## src/design/bli_pkg.sv

```systemverilog
// Shared types, constants and controller/datapath interface for the breakpoint interpolator.
package bli_pkg;

    // Table geometry
    localparam int MAX_POINTS = 256;
    localparam int ADDR_W     = (MAX_POINTS > 1) ? $clog2(MAX_POINTS) : 1;

    // Field widths
    localparam int WORD_W = 32;
    localparam int IDX_W  = 8;
    localparam int CNT_W  = 9;
    localparam int SEG_W  = 8;

    // Width that holds both the count register and the table depth
    localparam int WIDE_W = (CNT_W > ADDR_W + 1) ? CNT_W : ADDR_W + 1;

    // Divider step counter
    localparam int DIV_CNT_W = $clog2(WORD_W);

    typedef logic [WORD_W-1:0]   word_t;
    typedef logic [2*WORD_W-1:0] dword_t;
    typedef logic [ADDR_W-1:0]   addr_t;
    typedef logic [IDX_W-1:0]    idx_t;
    typedef logic [CNT_W-1:0]    cnt_t;
    typedef logic [SEG_W-1:0]    seg_t;
    typedef logic [WIDE_W-1:0]   wide_t;
    typedef logic [DIV_CNT_W-1:0] dcnt_t;

    // Request codes
    typedef enum logic [0:0] {
        REQ_LOAD  = 1'b0,
        REQ_QUERY = 1'b1
    } req_t;

    // Table read address select
    typedef enum logic [2:0] {
        ADDR_ZERO,
        ADDR_LAST,
        ADDR_P,
        ADDR_P_INC,
        ADDR_P_DEC
    } addr_sel_t;

    // Cursor walk update
    typedef enum logic [1:0] {
        P_HOLD,
        P_INC,
        P_DEC
    } p_op_t;

    // Result register update
    typedef enum logic [2:0] {
        RES_HOLD,
        RES_FIRST,
        RES_LAST,
        RES_HI,
        RES_SUM
    } res_op_t;

    // Commands from controller to datapath
    typedef struct packed {
        logic      start;
        logic      load;
        addr_sel_t addr_sel;
        p_op_t     p_op;
        logic      lat_hi;
        logic      lat_lo;
        logic      calc;
        logic      mul;
        logic      div_step;
        res_op_t   res_op;
        logic      out_load;
    } dp_cmd_t;

    // Status from datapath to controller
    typedef struct packed {
        logic q_le_t;
        logic q_ge_t;
        logic p_lt_last;
        logic p_zero;
        logic degen;
        logic out_free;
    } dp_stat_t;

endpackage

```

## src/design/bli_ctrl.sv

```systemverilog
// Controller state machine: sequences the table search, multiply and divide steps.
module bli_ctrl (
    input  logic               aclk,
    input  logic               aresetn,
    input  logic               s_valid,
    input  logic               s_req_type,
    output logic               s_ready,
    input  bli_pkg::dp_stat_t  stat,
    output bli_pkg::dp_cmd_t   cmd
);

    typedef enum logic [3:0] {
        ST_IDLE,
        ST_FIRST,
        ST_LAST,
        ST_PROBE,
        ST_FWD,
        ST_BWD,
        ST_GET_HI,
        ST_GET_LO,
        ST_CALC,
        ST_MUL,
        ST_DIV,
        ST_FIN,
        ST_OUT
    } state_t;

    state_t         state_reg, state_next;
    bli_pkg::dcnt_t div_cnt_reg, div_cnt_next;

    assign s_ready = (state_reg == ST_IDLE);

    // Next state and datapath commands
    always_comb begin
        state_next   = state_reg;
        div_cnt_next = div_cnt_reg;
        cmd          = '0;
        cmd.addr_sel = bli_pkg::ADDR_P;
        cmd.p_op     = bli_pkg::P_HOLD;
        cmd.res_op   = bli_pkg::RES_HOLD;
        unique case (state_reg)
            ST_IDLE: begin
                // read slot 0 so its time is ready for the low clamp test
                cmd.addr_sel = bli_pkg::ADDR_ZERO;
                if (s_valid) begin
                    if (s_req_type == bli_pkg::REQ_QUERY) begin
                        cmd.start  = 1'b1;
                        state_next = ST_FIRST;
                    end else begin
                        cmd.load = 1'b1;
                    end
                end
            end
            ST_FIRST: begin
                cmd.addr_sel = bli_pkg::ADDR_LAST;
                if (stat.q_le_t) begin
                    cmd.res_op = bli_pkg::RES_FIRST;
                    state_next = ST_OUT;
                end else begin
                    state_next = ST_LAST;
                end
            end
            ST_LAST: begin
                cmd.addr_sel = bli_pkg::ADDR_P;
                if (stat.q_ge_t) begin
                    cmd.res_op = bli_pkg::RES_LAST;
                    state_next = ST_OUT;
                end else begin
                    state_next = ST_PROBE;
                end
            end
            ST_PROBE: begin
                // choose walk direction from the time at the cursor
                if (!stat.q_le_t) begin
                    if (stat.p_lt_last) begin
                        cmd.p_op     = bli_pkg::P_INC;
                        cmd.addr_sel = bli_pkg::ADDR_P_INC;
                        state_next   = ST_FWD;
                    end else begin
                        cmd.addr_sel = bli_pkg::ADDR_P;
                        state_next   = ST_GET_HI;
                    end
                end else if (!stat.p_zero) begin
                    cmd.p_op     = bli_pkg::P_DEC;
                    cmd.addr_sel = bli_pkg::ADDR_P_DEC;
                    state_next   = ST_BWD;
                end else begin
                    cmd.p_op     = bli_pkg::P_INC;
                    cmd.addr_sel = bli_pkg::ADDR_P_INC;
                    state_next   = ST_GET_HI;
                end
            end
            ST_FWD: begin
                if (stat.p_lt_last && !stat.q_le_t) begin
                    cmd.p_op     = bli_pkg::P_INC;
                    cmd.addr_sel = bli_pkg::ADDR_P_INC;
                end else begin
                    cmd.addr_sel = bli_pkg::ADDR_P;
                    state_next   = ST_GET_HI;
                end
            end
            ST_BWD: begin
                if (!stat.p_zero && stat.q_le_t) begin
                    cmd.p_op     = bli_pkg::P_DEC;
                    cmd.addr_sel = bli_pkg::ADDR_P_DEC;
                end else begin
                    // step back up onto the upper breakpoint
                    cmd.p_op     = bli_pkg::P_INC;
                    cmd.addr_sel = bli_pkg::ADDR_P_INC;
                    state_next   = ST_GET_HI;
                end
            end
            ST_GET_HI: begin
                cmd.lat_hi   = 1'b1;
                cmd.addr_sel = bli_pkg::ADDR_P_DEC;
                state_next   = ST_GET_LO;
            end
            ST_GET_LO: begin
                cmd.lat_lo = 1'b1;
                state_next = ST_CALC;
            end
            ST_CALC: begin
                cmd.calc   = 1'b1;
                state_next = ST_MUL;
            end
            ST_MUL: begin
                if (stat.degen) begin
                    cmd.res_op = bli_pkg::RES_HI;
                    state_next = ST_OUT;
                end else begin
                    cmd.mul      = 1'b1;
                    div_cnt_next = '0;
                    state_next   = ST_DIV;
                end
            end
            ST_DIV: begin
                cmd.div_step = 1'b1;
                if (div_cnt_reg == bli_pkg::dcnt_t'(bli_pkg::WORD_W - 1)) begin
                    state_next = ST_FIN;
                end else begin
                    div_cnt_next = div_cnt_reg + 1'b1;
                end
            end
            ST_FIN: begin
                cmd.res_op = bli_pkg::RES_SUM;
                state_next = ST_OUT;
            end
            ST_OUT: begin
                if (stat.out_free) begin
                    cmd.out_load = 1'b1;
                    state_next   = ST_IDLE;
                end
            end
            default: begin
                state_next = ST_IDLE;
            end
        endcase
    end

    // State and step counter
    always_ff @(posedge aclk) begin
        if (!aresetn) begin
            state_reg   <= ST_IDLE;
            div_cnt_reg <= '0;
        end else begin
            state_reg   <= state_next;
            div_cnt_reg <= div_cnt_next;
        end
    end

endmodule

```

## config.mk

```make
export PLATFORM = sky130hd
export DESIGN_NAME = bli_ctrl
export DESIGN_NICKNAME = d
export VERILOG_FILES = /design/src/design/bli_pkg.sv /design/src/design/bli_ctrl.sv
export SDC_FILE = /design/constraint.sdc
export NUM_CORES = 1
export LEC_CHECK = 0
export ABC_AREA = 0
export BUFFER_PORTS_ARGS = -buffer_cell sky130_fd_sc_hd__clkbuf_2
export CORE_MARGIN = 2
export CORE_UTILIZATION = 45
export CTS_CLUSTER_DIAMETER = 150
export DETAILED_ROUTE_END_ITERATION = 6
export PLACE_DENSITY = 0.76
export SLEW_MARGIN = 10
export SYNTH_ARGS = -nofsm -noshare
export SYNTH_HDL_FRONTEND = slang
export SYNTH_SLANG_ARGS = --single-unit
```

## constraint.sdc

```tcl
create_clock -name aclk -period 2.1 [get_ports aclk]
set_input_delay 0.21 -clock aclk [delete_from_list [all_inputs] [get_ports aclk]]
set_output_delay 0.21 -clock aclk [all_outputs]
set_load 0.05 [all_outputs]
```

# Word-level counts from Yosys, hierarchy flattened

Cells that the tools add are included.

Register bits: 9
Bits of input ports: 10

Add/sub/neg operators: 1
Equality and inequality tests: 21
Mux-type cells: 41
Reduce and logical (&&, ||, !) cells: 8

Operators with widths:

| kind                                          | count |
|---|---|
| case mux 4 bit (13 select lines)              | 1 |
| two-way mux 4 bit                             | 9 |
| two-way mux 5 bit                             | 5 |
| == test 4 bit, second input constant          | 5 |
| case mux 3 bit (6 select lines)               | 1 |
| == test 4 x 3 -> 1 bit, second input constant | 4 |
| != test 2 bit, second input constant          | 8 |
| two-way mux 1 bit                             | 15 |
| two-way mux 2 bit                             | 6 |
| case mux 3 bit (4 select lines)               | 1 |
| case mux 5 bit (2 select lines)               | 1 |
| == test 4 x 2 -> 1 bit, second input constant | 2 |
| case mux 2 bit (3 select lines)               | 1 |
| AND reduction 6 bit                           | 1 |
| adder 5 x 1 -> 5 bit, second input constant   | 1 |
| == test 5 bit, second input constant          | 1 |
| == test 4 x 1 -> 1 bit, second input constant | 1 |
| logical NOT 4 bit                             | 1 |
| two-way mux 3 bit                             | 1 |
| AND reduction 3 bit                           | 1 |
| logical AND 1 bit                             | 2 |
| logical NOT 1 bit                             | 2 |
| nonzero test 2 bit                            | 1 |

# Longest topological paths before layout

Word-level depth: 4
Depth in mapped cells: 7
Gate-level depth less buffers: 7

# Least setup slack after synthesis

OpenSTA, ideal clock, no wires.

Path kind: register to output
Start point: reg state_reg[2]
End point: out cmd[11] in the netlist's numbering
Data arrival time: 2.177 ns
Required time: 1.890 ns
Slack: -0.287 ns
Cell stages (with the launch flop): 5
Cells stage by stage: dfxtp_1 -> nand2b_4 -> o21a_1 -> o41ai_2 -> a31o_1

RTL lines:

| item                     | line            | RTL |
|---|---|---|
| start: declaration       | bli_ctrl.sv:28  | `state_t state_reg, state_next;` |
| start signal: assignment | bli_ctrl.sv:166 | `state_reg <= state_next;` |
| end: declaration         | bli_ctrl.sv:9   | `output bli_pkg::dp_cmd_t cmd` |

# Worst setup path in the final report

Start point: reg div_cnt_reg[0]
End point: reg div_cnt_reg[1]

Cells in the longest elaborated chain, start to end: 3
Elaborated cells between the ends (all ways): 6

RTL lines:

| item                                                                          | line                             | RTL |
|---|---|---|
| start: declaration                                                            | bli_ctrl.sv:29                   | `bli_pkg::dcnt_t div_cnt_reg, div_cnt_next;` |
| start signal: assignment                                                      | bli_ctrl.sv:167                  | `div_cnt_reg <= div_cnt_next;` |
| adder 5 x 1 -> 5 bit / == test 5 bit (equally long branches)                  | bli_ctrl.sv:141, bli_ctrl.sv:138 |  |
| two-way mux 5 bit / != test 2 bit (equally long branches)                     | --                               |  |
| case mux 5 bit (2 select lines) / AND reduction 3 bit (equally long branches) | --                               |  |

Several ways; a longest one is shown, not always the timed one. The select of a mux whose other input is x is not followed.
A chain may end at the register's enable or synchronous reset.

==> flow_metrics.tcl <==
set metrics [dict create \
    std_cell_rows 16 \
    maxCapViolCount 0 \
    critPathRequiredTime_ns 2.24 \
    core_um2 1922 \
    first_global_vias 953 \
    finalSetupViolations 0 \
    area_growth_pct 24.65 \
    cts_buffer_depth 2 \
    clock-sinks 9 \
    diodes 0 \
    grt_max_degree 12 \
    fin_tns_setup_ns 0 \
    place_congestion 0.8551 \
    grt_usage_pct 20.57 \
    fmaxAchievable_mhz 509.0 \
    synthesis.area_um2 903.4 \
    synth_edf_count 0 \
    path_max_fanout 4 \
    relSlewSlack_pct 75.30 \
    vias_per_cell 5.671 \
    hpwl_um 1817 \
    finalCritPeriodShare_pct 93.55 \
    yosysWarnings 0 \
    cts_tree "done" \
    synth_cell_types 48 \
    postLayoutCellArea_um2 1126 \
    maxSlewViolCount 0 \
    final_antenna_net_count 0 \
    vdd.ir_drop.worst_v 0.0008101 \
    yosys_most_used_dff "dfxtp_1" \
    critPathKind "register to register" \
    root_buffer "clkbuf_4" \
    cp_cell_sequence "ha_1 -> and3_1 -> ha_1 -> or3b_4 -> a21oi_2 -> mux2i_1 -> nor2_1" \
    worst-path-buf-inv 0 \
    dr.first_iter.drc_count 24 \
    total_power_mw 1.495 \
    grt_pass1_wl_um 4057 \
    ys_seq_area_share_pct 19.94 \
    num-nets-final 156 \
    dr.pass1.iters 4 \
    power.density_nw_per_um2 1328 \
    syn_area_per_cell_um2 8.066 \
    antenna_found_initial 0 \
    syn_inst 112 \
    slowest_stage "or3b_4" \
    avgRoutedWirePerCell_um 13.41 \
    arrival_ns 2.11 \
    h-tree-depth 1 \
    p_leak_nw 0.4879 \
    drt_wl_total_um 2280 \
    min_path_type "input port to register" \
    ys_ff_latch 9 \
    finalHoldViolations 0 \
    die_h_um 48.81 \
    start_util_pct 47.01 \
    synth_top_cell_by_area "dfxtp_1" \
    cp_top_family "simple AND/OR/NAND/NOR gates" \
    cts_inserted_buffers 3 \
    gr-total-overflow 0 \
    rsz0062_at_grt "false" \
    timing.final.crit_period_ns 1.965 \
    drc 0 \
    finClkSkew_ns 0.0008995 \
    cp_slowest_stage_delay_ns 0.42 \
    die_area_um2 2382 \
    io_buffers 26 \
    clk_pin_slew_ns 0.06 \
    yosysMostFrequentCell "nor2_1" \
    ys_async_sr_fraction_pct 0 \
    synth_fp_nets 124 \
    clk_latency_ns 0.25 \
    n_fill_cell 194 \
    pin_count 27 \
    dieWidth_um 48.81 \
    synth_top_area_share_pct 19.94 \
    synth.top_cells.by_count "nor2_1 (15), dfxtp_1 (9), a21oi_1 (7), inv_1 (7), nand2_1 (6)" \
    status "completed" \
    routed-via-count 964 \
    postCtsSetupRepairBufs 0 \
    ys_top_cells_by_area "dfxtp_1 (20%), nor2_1 (6.2%), a21oi_1 (3.9%)" \
    dpl_cell_area_um2 1097 \
    largest_register_ff_count 5 \
    worstMarginPinSlew_ns 0.3691 \
    cp_common_cell "ha_1" \
    drive_gt1_share_pct 34.97 \
    cp-end-kind "register" \
    crit_path_start_kind "register" \
]
[per-layer routing]
metal	up-vias	global-route usage (%)	wire length, µm
li1	476	-	-
met1	451	27.24	1019
met4	0	5.238	0
met3	0	1.840	136
met2	37	35.84	1124
met5	-	0	0
[placed cells by master (no fill, tap or decap), drive strengths merged, types with 4 or more instances in the layout]
master / synthesis / layout
clkbuf: 0 / 30
nand3: 4 / 4
a21oi: 8 / 8
nor2: 16 / 16
dfxtp: 9 / 9
buf: 5 / 6
nand2b: 6 / 6
nand2: 6 / 6
inv: 7 / 7
[area by class of cell]
type / instances / area, µm² / area share [%]
timing repair buffer: 32 / 175.2 / 15.56
multi-input combinational: 91 / 681.9 / 60.56
inverter: 7 / 26.28 / 2.333
sequential: 9 / 182.7 / 16.22
tap: 27 / 33.78 / 3.000
clock buffer: 4 / 26.28 / 2.333
[cells by family (layout without fill, tap and decap cells)]
family / Yosys count / after routing / synth area share, %
AO/OA/AOI/OAI: 30 / 30 / 29.36
buffers and inverters: 12 / 43 / 6.648
adder cells (fa/ha/maj): 2 / 2 / 2.770
XOR/XNOR: 3 / 3 / 2.909
flip-flops: 9 / 9 / 19.94
AND/OR/NAND/NOR: 53 / 53 / 35.04
multiplexers: 3 / 3 / 3.324
[power by group]
group          leakage [nW]  switching [mW]  internal, mW
sequential           0.0739          0.0756         0.206
clock                0.0150          0.0590        0.0731
combinational         0.399           0.723         0.359
total                 0.488           0.858         0.638
[worst paths after layout]
kind | slack [ns] | endpoint | cells after the start | from
min reg2reg | 0.51 | div_cnt_reg[4] | 2 | div_cnt_reg[4]
max | 0.14 | div_cnt_reg[1] | 7 | div_cnt_reg[0]
max reg2reg | 0.14 | div_cnt_reg[1] | 7 | div_cnt_reg[0]
min | 0.19 | state_reg[1] | 2 | aresetn
[worst reg2reg max path, stage by stage (launching register included)]
cell and delay, ns:
dfxtp_1 0.33, ha_1 0.21, and3_1 0.18, ha_1 0.21
or3b_4 0.42, a21oi_2 0.24, mux2i_1 0.21, nor2_1 0.05
[through the flow]
stage / utilization [%] / std cells / setup WS, ns / hold WS (ns)
floorplan: - / 112 / 0.02052 / 0.3412
global placement: 57.10 / 166 / 0.2128 / 0.4667
detailed placement: 57.10 / 166 / 0.1494 / 0.4643
CTS: 58.46 / 170 / 0.09649 / 0.1933
global route: 58.59 / 170 / 0.04261 / 0.1858
finish: 58.59 / 170 / 0.1355 / 0.1924
[what timing repair did]
action / in CTS / in global routing
gates resized for setup: 0 / 2
hold buffers: 0 / 0
setup endpoints to repair: 0 / 2
endpoints found under the hold margin: 0 / 0
(Power assumes the default switching activity.)
